### config.mk
export PLATFORM = sky130hd
export DESIGN_NAME = scurve_motion_profile_generator
export DESIGN_NICKNAME = d
export VERILOG_FILES = /design/src/design/scmp_pkg.sv /design/src/design/scmp_tick.sv /design/src/design/scurve_motion_profile_generator.sv
export VERILOG_INCLUDE_DIRS = /design/src /design/src/design
export SDC_FILE = /design/constraint.sdc
export NUM_CORES = 1
export LEC_CHECK = 0
export ABC_CLOCK_PERIOD_IN_PS = 41100
export BUFFER_PORTS_ARGS = -buffer_cell sky130_fd_sc_hd__buf_2
export CORE_MARGIN = 2
export CORE_UTILIZATION = 40
export DETAILED_ROUTE_END_ITERATION = 8
export GPL_TIMING_DRIVEN = 0
export PLACE_DENSITY = 0.53
export RECOVER_POWER = 50
export SLEW_MARGIN = 20
export SYNTH_ARGS = -nofsm -noshare
export SYNTH_HDL_FRONTEND = slang
export SYNTH_HIERARCHICAL = 1
export SYNTH_SLANG_ARGS = --single-unit
### constraint.sdc
create_clock -name clk -period 41.1 [get_ports clk]
set_input_delay 8.22 -clock clk [delete_from_list [all_inputs] [get_ports clk]]
set_output_delay 8.22 -clock clk [all_outputs]
set_load 0.02 [all_outputs]
### src/design/scurve_motion_profile_generator_macros.svh
// assertion macros for the s-curve motion profile generator
// no dependencies; compiled out when NO_ASSERTIONS is defined
`ifndef SCURVE_MOTION_PROFILE_GENERATOR_MACROS_SVH
`define SCURVE_MOTION_PROFILE_GENERATOR_MACROS_SVH
`ifndef NO_ASSERTIONS
// antecedent implies consequent in the same cycle
`define SCMP_ASSERT_NOW(lbl, clk_s, rstn_s, ante, cons) \
  lbl: assert property (@(posedge clk_s) disable iff (!rstn_s) (ante) |-> (cons)) \
    else $error("scmp assertion failed");
// antecedent implies consequent in the next cycle
`define SCMP_ASSERT_NEXT(lbl, clk_s, rstn_s, ante, cons) \
  lbl: assert property (@(posedge clk_s) disable iff (!rstn_s) (ante) |=> (cons)) \
    else $error("scmp assertion failed");
`else
`define SCMP_ASSERT_NOW(lbl, clk_s, rstn_s, ante, cons)
`define SCMP_ASSERT_NEXT(lbl, clk_s, rstn_s, ante, cons)
`endif
`endif

### src/design/scmp_pkg.sv
// shared types, constants and helpers for the s-curve motion profile generator
// no dependencies
`default_nettype none
package scmp_pkg;

  localparam int VALUE_WIDTH = 48;
  localparam int TICK_WIDTH  = 20;
  localparam int N_WIDTH     = 16;
  localparam int JERK_WIDTH  = 47;
  localparam int CFG_IDX_WIDTH = 1;
  localparam int CFG_DATA_WIDTH = JERK_WIDTH;

  localparam logic [CFG_IDX_WIDTH-1:0] CFG_SEGMENT_TICKS  = 1'b0;
  localparam logic [CFG_IDX_WIDTH-1:0] CFG_JERK_INCREMENT = 1'b1;

  localparam logic [N_WIDTH-1:0] SEGMENT_TICKS_RESET = N_WIDTH'(6);

  typedef logic signed [VALUE_WIDTH-1:0] value_t;

  typedef enum logic [2:0] {
    SEG_JERK_UP    = 3'd0,
    SEG_COAST_UP   = 3'd1,
    SEG_JERK_DOWN  = 3'd2,
    SEG_CRUISE     = 3'd3,
    SEG_BRAKE_DOWN = 3'd4,
    SEG_COAST_DOWN = 3'd5,
    SEG_BRAKE_UP   = 3'd6,
    SEG_DONE       = 3'd7
  } seg_t;

  typedef struct packed {
    logic [TICK_WIDTH-1:0]         tick;
    logic signed [VALUE_WIDTH-1:0] accel;
    logic signed [VALUE_WIDTH-1:0] vel;
    logic signed [VALUE_WIDTH-1:0] pos;
  } profile_state_t;

  typedef struct packed {
    seg_t seg;
    logic done;
  } tick_status_t;

  localparam value_t VALUE_MAX = {1'b0, {(VALUE_WIDTH-1){1'b1}}};
  localparam value_t VALUE_MIN = {1'b1, {(VALUE_WIDTH-1){1'b0}}};

  // add with clamp to the signed value range
  function automatic value_t sat_add(input value_t a, input value_t b);
    logic signed [VALUE_WIDTH:0] s;
    s = {a[VALUE_WIDTH-1], a} + {b[VALUE_WIDTH-1], b};
    if (s[VALUE_WIDTH] != s[VALUE_WIDTH-1]) begin
      return s[VALUE_WIDTH] ? VALUE_MIN : VALUE_MAX;
    end
    return s[VALUE_WIDTH-1:0];
  endfunction

endpackage
`default_nettype wire

### src/design/scmp_tick.sv
// one tick of the profile: segment decode, jerk select and chained saturating adds
// depends on scmp_pkg
`default_nettype none
module scmp_tick (
  input  wire logic [scmp_pkg::N_WIDTH-1:0]    segment_ticks,
  input  wire logic [scmp_pkg::JERK_WIDTH-1:0] jerk_increment,
  input  wire logic                            restart,
  input  wire scmp_pkg::profile_state_t        state_cur,
  output scmp_pkg::profile_state_t             state_nxt,
  output scmp_pkg::tick_status_t               status
);
  import scmp_pkg::*;

  logic [TICK_WIDTH-1:0] n1, n2, n3, n6, n7, n8, n9;
  profile_state_t        base;
  seg_t                  seg;
  value_t                jerk_mag;
  value_t                jerk;
  value_t                accel_new, vel_new, pos_new;

  // unit boundaries from shifts and adds
  always_comb begin
    n1 = TICK_WIDTH'(segment_ticks);
    n2 = n1 << 1;
    n3 = n2 + n1;
    n6 = n3 << 1;
    n7 = n6 + n1;
    n8 = n1 << 3;
    n9 = n8 + n1;
  end

  assign base = restart ? '0 : state_cur;

  always_comb begin
    priority if (base.tick < n1) seg = SEG_JERK_UP;
    else if (base.tick < n2)     seg = SEG_COAST_UP;
    else if (base.tick < n3)     seg = SEG_JERK_DOWN;
    else if (base.tick < n6)     seg = SEG_CRUISE;
    else if (base.tick < n7)     seg = SEG_BRAKE_DOWN;
    else if (base.tick < n8)     seg = SEG_COAST_DOWN;
    else if (base.tick < n9)     seg = SEG_BRAKE_UP;
    else                         seg = SEG_DONE;
  end

  // the 47-bit register never exceeds the positive range, so no clamp is needed
  assign jerk_mag = value_t'({1'b0, jerk_increment});

  always_comb begin
    unique case (seg)
      SEG_JERK_UP, SEG_BRAKE_UP:      jerk = jerk_mag;
      SEG_JERK_DOWN, SEG_BRAKE_DOWN:  jerk = -jerk_mag;
      default:                        jerk = '0;
    endcase
  end

  assign accel_new = sat_add(base.accel, jerk);
  assign vel_new   = sat_add(base.vel, accel_new);
  assign pos_new   = sat_add(base.pos, vel_new);

  always_comb begin
    status.seg  = seg;
    status.done = (seg == SEG_DONE);
    if (status.done) begin
      state_nxt = base;
    end else begin
      state_nxt.tick  = base.tick + TICK_WIDTH'(1);
      state_nxt.accel = accel_new;
      state_nxt.vel   = vel_new;
      state_nxt.pos   = pos_new;
    end
  end

endmodule
`default_nettype wire

### src/design/scurve_motion_profile_generator.sv
// Jerk-limited point-to-point profile: every accepted transaction is one sample
// tick and yields one result transaction with position, velocity and acceleration
// after that tick, the segment it fell in and a done flag once 9N ticks have run.
// A tick is accepted every cycle while the result register is free or being
// drained; its result is registered and valid in the cycle after acceptance. The
// segment compare and the three chained 48-bit saturating adds sit ahead of that register. Write the
// configuration registers only while no tick is outstanding.
// depends on scmp_pkg, scmp_tick and scurve_motion_profile_generator_macros.svh
`default_nettype none
`include "scurve_motion_profile_generator_macros.svh"
module scurve_motion_profile_generator (
  input  wire logic                                clk,
  input  wire logic                                rst_n,
  input  wire logic                                cfg_we,
  input  wire logic [scmp_pkg::CFG_IDX_WIDTH-1:0]  cfg_index,
  input  wire logic [scmp_pkg::CFG_DATA_WIDTH-1:0] cfg_wdata,
  input  wire logic                                in_valid,
  output logic                                     in_ready,
  input  wire logic                                in_restart,
  output logic                                     out_valid,
  input  wire logic                                out_ready,
  output logic signed [scmp_pkg::VALUE_WIDTH-1:0]  out_position,
  output logic signed [scmp_pkg::VALUE_WIDTH-1:0]  out_velocity,
  output logic signed [scmp_pkg::VALUE_WIDTH-1:0]  out_acceleration,
  output logic [2:0]                               out_segment,
  output logic                                     out_done_res
);
  import scmp_pkg::*;

  logic [N_WIDTH-1:0]    segment_ticks_r;
  logic [JERK_WIDTH-1:0] jerk_increment_r;
  profile_state_t        state_r, state_nxt;
  tick_status_t          status;
  seg_t                  seg_r;
  logic                  done_r;
  logic                  out_valid_r, out_valid_nxt;
  logic                  in_fire;

  always_ff @(posedge clk) begin
    if (!rst_n) begin
      segment_ticks_r  <= SEGMENT_TICKS_RESET;
      jerk_increment_r <= '0;
    end else if (cfg_we) begin
      unique case (cfg_index)
        CFG_SEGMENT_TICKS:  segment_ticks_r  <= cfg_wdata[N_WIDTH-1:0];
        CFG_JERK_INCREMENT: jerk_increment_r <= cfg_wdata;
        default: ;
      endcase
    end
  end

  scmp_tick u_tick (
    .segment_ticks  (segment_ticks_r),
    .jerk_increment (jerk_increment_r),
    .restart        (in_restart),
    .state_cur      (state_r),
    .state_nxt      (state_nxt),
    .status         (status)
  );

  assign in_ready      = !out_valid_r || out_ready;
  assign in_fire       = in_valid && in_ready;
  assign out_valid_nxt = in_fire || (out_valid_r && !out_ready);

  // state after the tick doubles as the result payload
  always_ff @(posedge clk) begin
    if (!rst_n) begin
      state_r     <= '0;
      out_valid_r <= 1'b0;
      seg_r       <= SEG_JERK_UP;
      done_r      <= 1'b0;
    end else begin
      out_valid_r <= out_valid_nxt;
      if (in_fire) begin
        state_r <= state_nxt;
        seg_r   <= status.seg;
        done_r  <= status.done;
      end
    end
  end

  assign out_valid        = out_valid_r;
  assign out_position     = state_r.pos;
  assign out_velocity     = state_r.vel;
  assign out_acceleration = state_r.accel;
  assign out_segment      = seg_r;
  assign out_done_res     = done_r;

  `SCMP_ASSERT_NEXT(a_fire_gives_result, clk, rst_n, in_fire, out_valid_r)
  `SCMP_ASSERT_NEXT(a_finished_holds, clk, rst_n, in_fire && !in_restart && status.done,
    $stable(state_r))
  `SCMP_ASSERT_NEXT(a_restart_clears_tick, clk, rst_n, in_fire && in_restart,
    state_r.tick == TICK_WIDTH'(1) || state_r.tick == '0)
  `SCMP_ASSERT_NOW(a_done_matches_segment, clk, rst_n, out_valid_r,
    done_r == (seg_r == SEG_DONE))

endmodule
`default_nettype wire

==> impl_metrics.env <==
export IMPL_ios=204
export IMPL_rr_startpoint="segment_ticks_r[1]"
export IMPL_max_freq_mhz=32.7
export IMPL_rsz0062_at_grt="no"
export IMPL_status="finished, final reports clean"
export IMPL_final_antenna_net_count=0
export IMPL_postCtsHoldBufs=0
export IMPL_hp_start="state_r[157]"
export IMPL_yosysUniqueCellTypes=87
export IMPL_drc=0
export IMPL_utilization_pct=44.9
export IMPL_path_clk_slew_ps=60
export IMPL_cts_sinks=232
export IMPL_power_uw=736
export IMPL_ctsResizeCount=0
export IMPL_crit_top_cell="clkbuf_1"
export IMPL_grt_start_max_net_pins=15
export IMPL_grt_pass1_vias=26994
export IMPL_cp_startpoint="in_restart"
export IMPL_setup_tns_ps=0
export IMPL_ys_ff_latch=232
export IMPL_seq_power_share_pct=33.4
export IMPL_p_switching_uw=254
export IMPL_clock_path_buffers=3
export IMPL_critPathMaxStageDelay_ps=890
export IMPL_start_util_pct=40.5
export IMPL_avgSynthCellArea_um2=7.28
export IMPL_fp_dieW_um=271
export IMPL_slew_violations=0
export IMPL_max_vdd_ir_drop_uv=31.6
export IMPL_cp_required_ps=41570
export IMPL_globalRouteOverflowTotal=0
export IMPL_dpl_hpwl_um=88400
export IMPL_firstDrtPassIters=6
export IMPL_nets=4521
export IMPL_p_int_uw=481
export IMPL_row_count=97
export IMPL_p_comb_share_pct=27.8
export IMPL_fin_skew_ps=48.1
export IMPL_netlist_area_um2=28500
export IMPL_cap_violations=0
export IMPL_fin_crit_sh_pct=74.4
export IMPL_port_buffers=202
export IMPL_synth_edf_count=0
export IMPL_routed_wl_um=109000
export IMPL_diodes=0
export IMPL_async_reset_ff_share_pct=0
export IMPL_crit_arrival_ps=31050
export IMPL_ys_flop_type="dfxtp_1"
export IMPL_synth_yosys_seq_area_share_pct=16.3
export IMPL_grt_use_total_pct=28.4
export IMPL_drt_iter0_drc=2121
export IMPL_p_leak_nw=14.8
export IMPL_cts_root_buf="clkbuf_16"
export IMPL_gp_congestion=0.962
export IMPL_numCtsBuffers=31
export IMPL_worstPathMaxFanout=10
export IMPL_synth_warnings=6
export IMPL_hold_path_class="reg -> reg"
export IMPL_slowest_stage="clkbuf_1"
export IMPL_post_route_min_period_ps=30590
export IMPL_synth_fp_nets=4284
export IMPL_setup_violations=0
export IMPL_cts_tree="done"
export IMPL_htreeDepth=1
export IMPL_antenna_found_initial=1
export IMPL_tightest_slew_ps=1260
export IMPL_core_um2=70300
export IMPL_slew_headroom_pct=15.8
export IMPL_swShare_pct=34.6
export IMPL_crit_path_end_kind="flip-flop"
export IMPL_finalHoldViolCount=0
export IMPL_area_delta_synth_final_pct=10.9
export IMPL_vias=28708
export IMPL_die_height_um=271
export IMPL_worst_setup_path_start_kind="primary input"
export IMPL_wire_per_inst_um=21.3
export IMPL_pwr_density_cell_nw_per_um2=23.3
export IMPL_synthCells=3913
export IMPL_fp_dieArea_um2=73400
export IMPL_drive_gt1_share_pct=9.15
export IMPL_p_clk_share_pct=38.8
export IMPL_cts_setup_buffers=0
export IMPL_routed_via_density=5.61
export IMPL_grt_pass1_wl_um=163000
export IMPL_reg2reg_slack_ps=17300
export IMPL_critical_path_class="in -> reg"
export IMPL_clk_latency_ps=630
## layer usage
metal  vias up  wire [um]  track usage, %
li1      14256          -               -
met1     13475      50000            38.5
met2       806      48400            46.3
met3       169       5590            2.64
met4         2       4730            11.2
met5         -         13               0
## layout make-up
| type | instances | area [um2] |
|---|---|---|
| inverters | 100 | 375 |
| clock inverters | 15 | 163 |
| repair buffers | 204 | 868 |
| flip-flops and latches | 232 | 4640 |
| multi-input cells | 3219 | 21400 |
| fillers | 7506 | 38700 |
| well taps | 940 | 1180 |
| clock buffers | 41 | 883 |
| plain buffers | 362 | 2040 |
## power groups by stage
stage                     registers (mW)  clock network [mW]  logic (mW)
after floorplan                    0.245                   0       0.148
after global placement             0.251                   0       0.203
after detailed placement           0.251                   0       0.204
after CTS                          0.246               0.290       0.205
after global routing               0.247               0.299       0.224
final                              0.246               0.286       0.204
## cells by family after synthesis
family                   after synthesis  synth area share, %
adder cells (fa/ha/maj)              317                 14.1
buffers and inverters                462                 8.48
flip-flops                           232                 16.3
AO/OA/AOI/OAI                       1018                 23.6
XOR/XNOR                             166                 5.10
multiplexers                         224                 8.06
AND/OR/NAND/NOR                     1494                 24.4
## critical path: cells and delay by family
family | cells | cell delay, ps
AO/OA/AOI/OAI | 31 | 9760
buffers and inverters | 17 | 7750
adder cells (fa/ha/maj) | 7 | 2530
AND/OR/NAND/NOR | 13 | 2230
XOR/XNOR | 3 | 420
multiplexers | 1 | 70
## registers in the layout (all words and copies together) (netlist names)
signal / count
out_acceleration: 48
out_done_res: 1
out_valid: 1
out_segment: 3
out_position: 48
state_r: 20
jerk_increment_r: 47
segment_ticks_r: 16
out_velocity: 48
## synthesized netlist by cell type (30+ instances only)
cell type	number	share of area [%]
o21ai_1	63	1.1
o21ai_0	152	2.7
o31ai_1	43	1.1
nand4_1	41	0.90
mux2_2	37	1.5
a21oi_1	206	3.6
buf_4	144	3.8
nor3_1	61	1.1
nor2_1	240	3.2
a21boi_0	70	1.8
a21o_1	143	3.8
a211oi_1	30	0.79
ha_1	311	14
inv_1	96	1.3
o21a_1	48	1.3
xor2_1	63	1.9
o211ai_1	34	0.90
dfxtp_1	232	16
nand3_1	67	1.2
a31oi_1	62	1.4
nand2_1	700	9.2
mux2i_1	181	6.4
nor2b_1	204	4.5
xnor2_1	103	3.2
clkbuf_1	175	2.3
## path summary, 6_finish.rpt
check,end,depth (start not counted)
max reg2reg,out_position[36],82
max,out_position[36],72
min reg2reg,state_r[157],2
min,state_r[157],2
## layout by cell type, fill, tap and decap left out, types with 62 or more instances in the layout
cell type / count
a21boi_0: 71
a21o_1: 143
a21oi_1: 206
a31oi_1: 62
buf_2: 94
buf_4: 144
clkbuf_1: 308
dfxtp_1: 232
ha_1: 311
inv_1: 96
mux2i_1: 181
nand2_1: 700
nand3_1: 67
nor2_1: 240
nor2b_1: 204
o21ai_0: 152
o21ai_1: 63
xnor2_1: 103
xor2_1: 63
## stage by stage
| step | setup slack (ps) | hold slack [ps] | cells | cell area [um2] |
|---|---|---|---|---|
| 2_1_floorplan | 18170 | 430 | 3913 | 28500 |
| 3_3_place_gp | 9870 | 440 | 5055 | 30700 |
| 3_5_place_dp | 10620 | 449 | 5057 | 30700 |
| 4_1_cts | 11190 | 458 | 5113 | 31700 |
| 5_1_grt | 9390 | 477 | 5113 | 31600 |
| 6_report | 10510 | 457 | 5113 | 31600 |
Power figures use the tool's default switching activity.
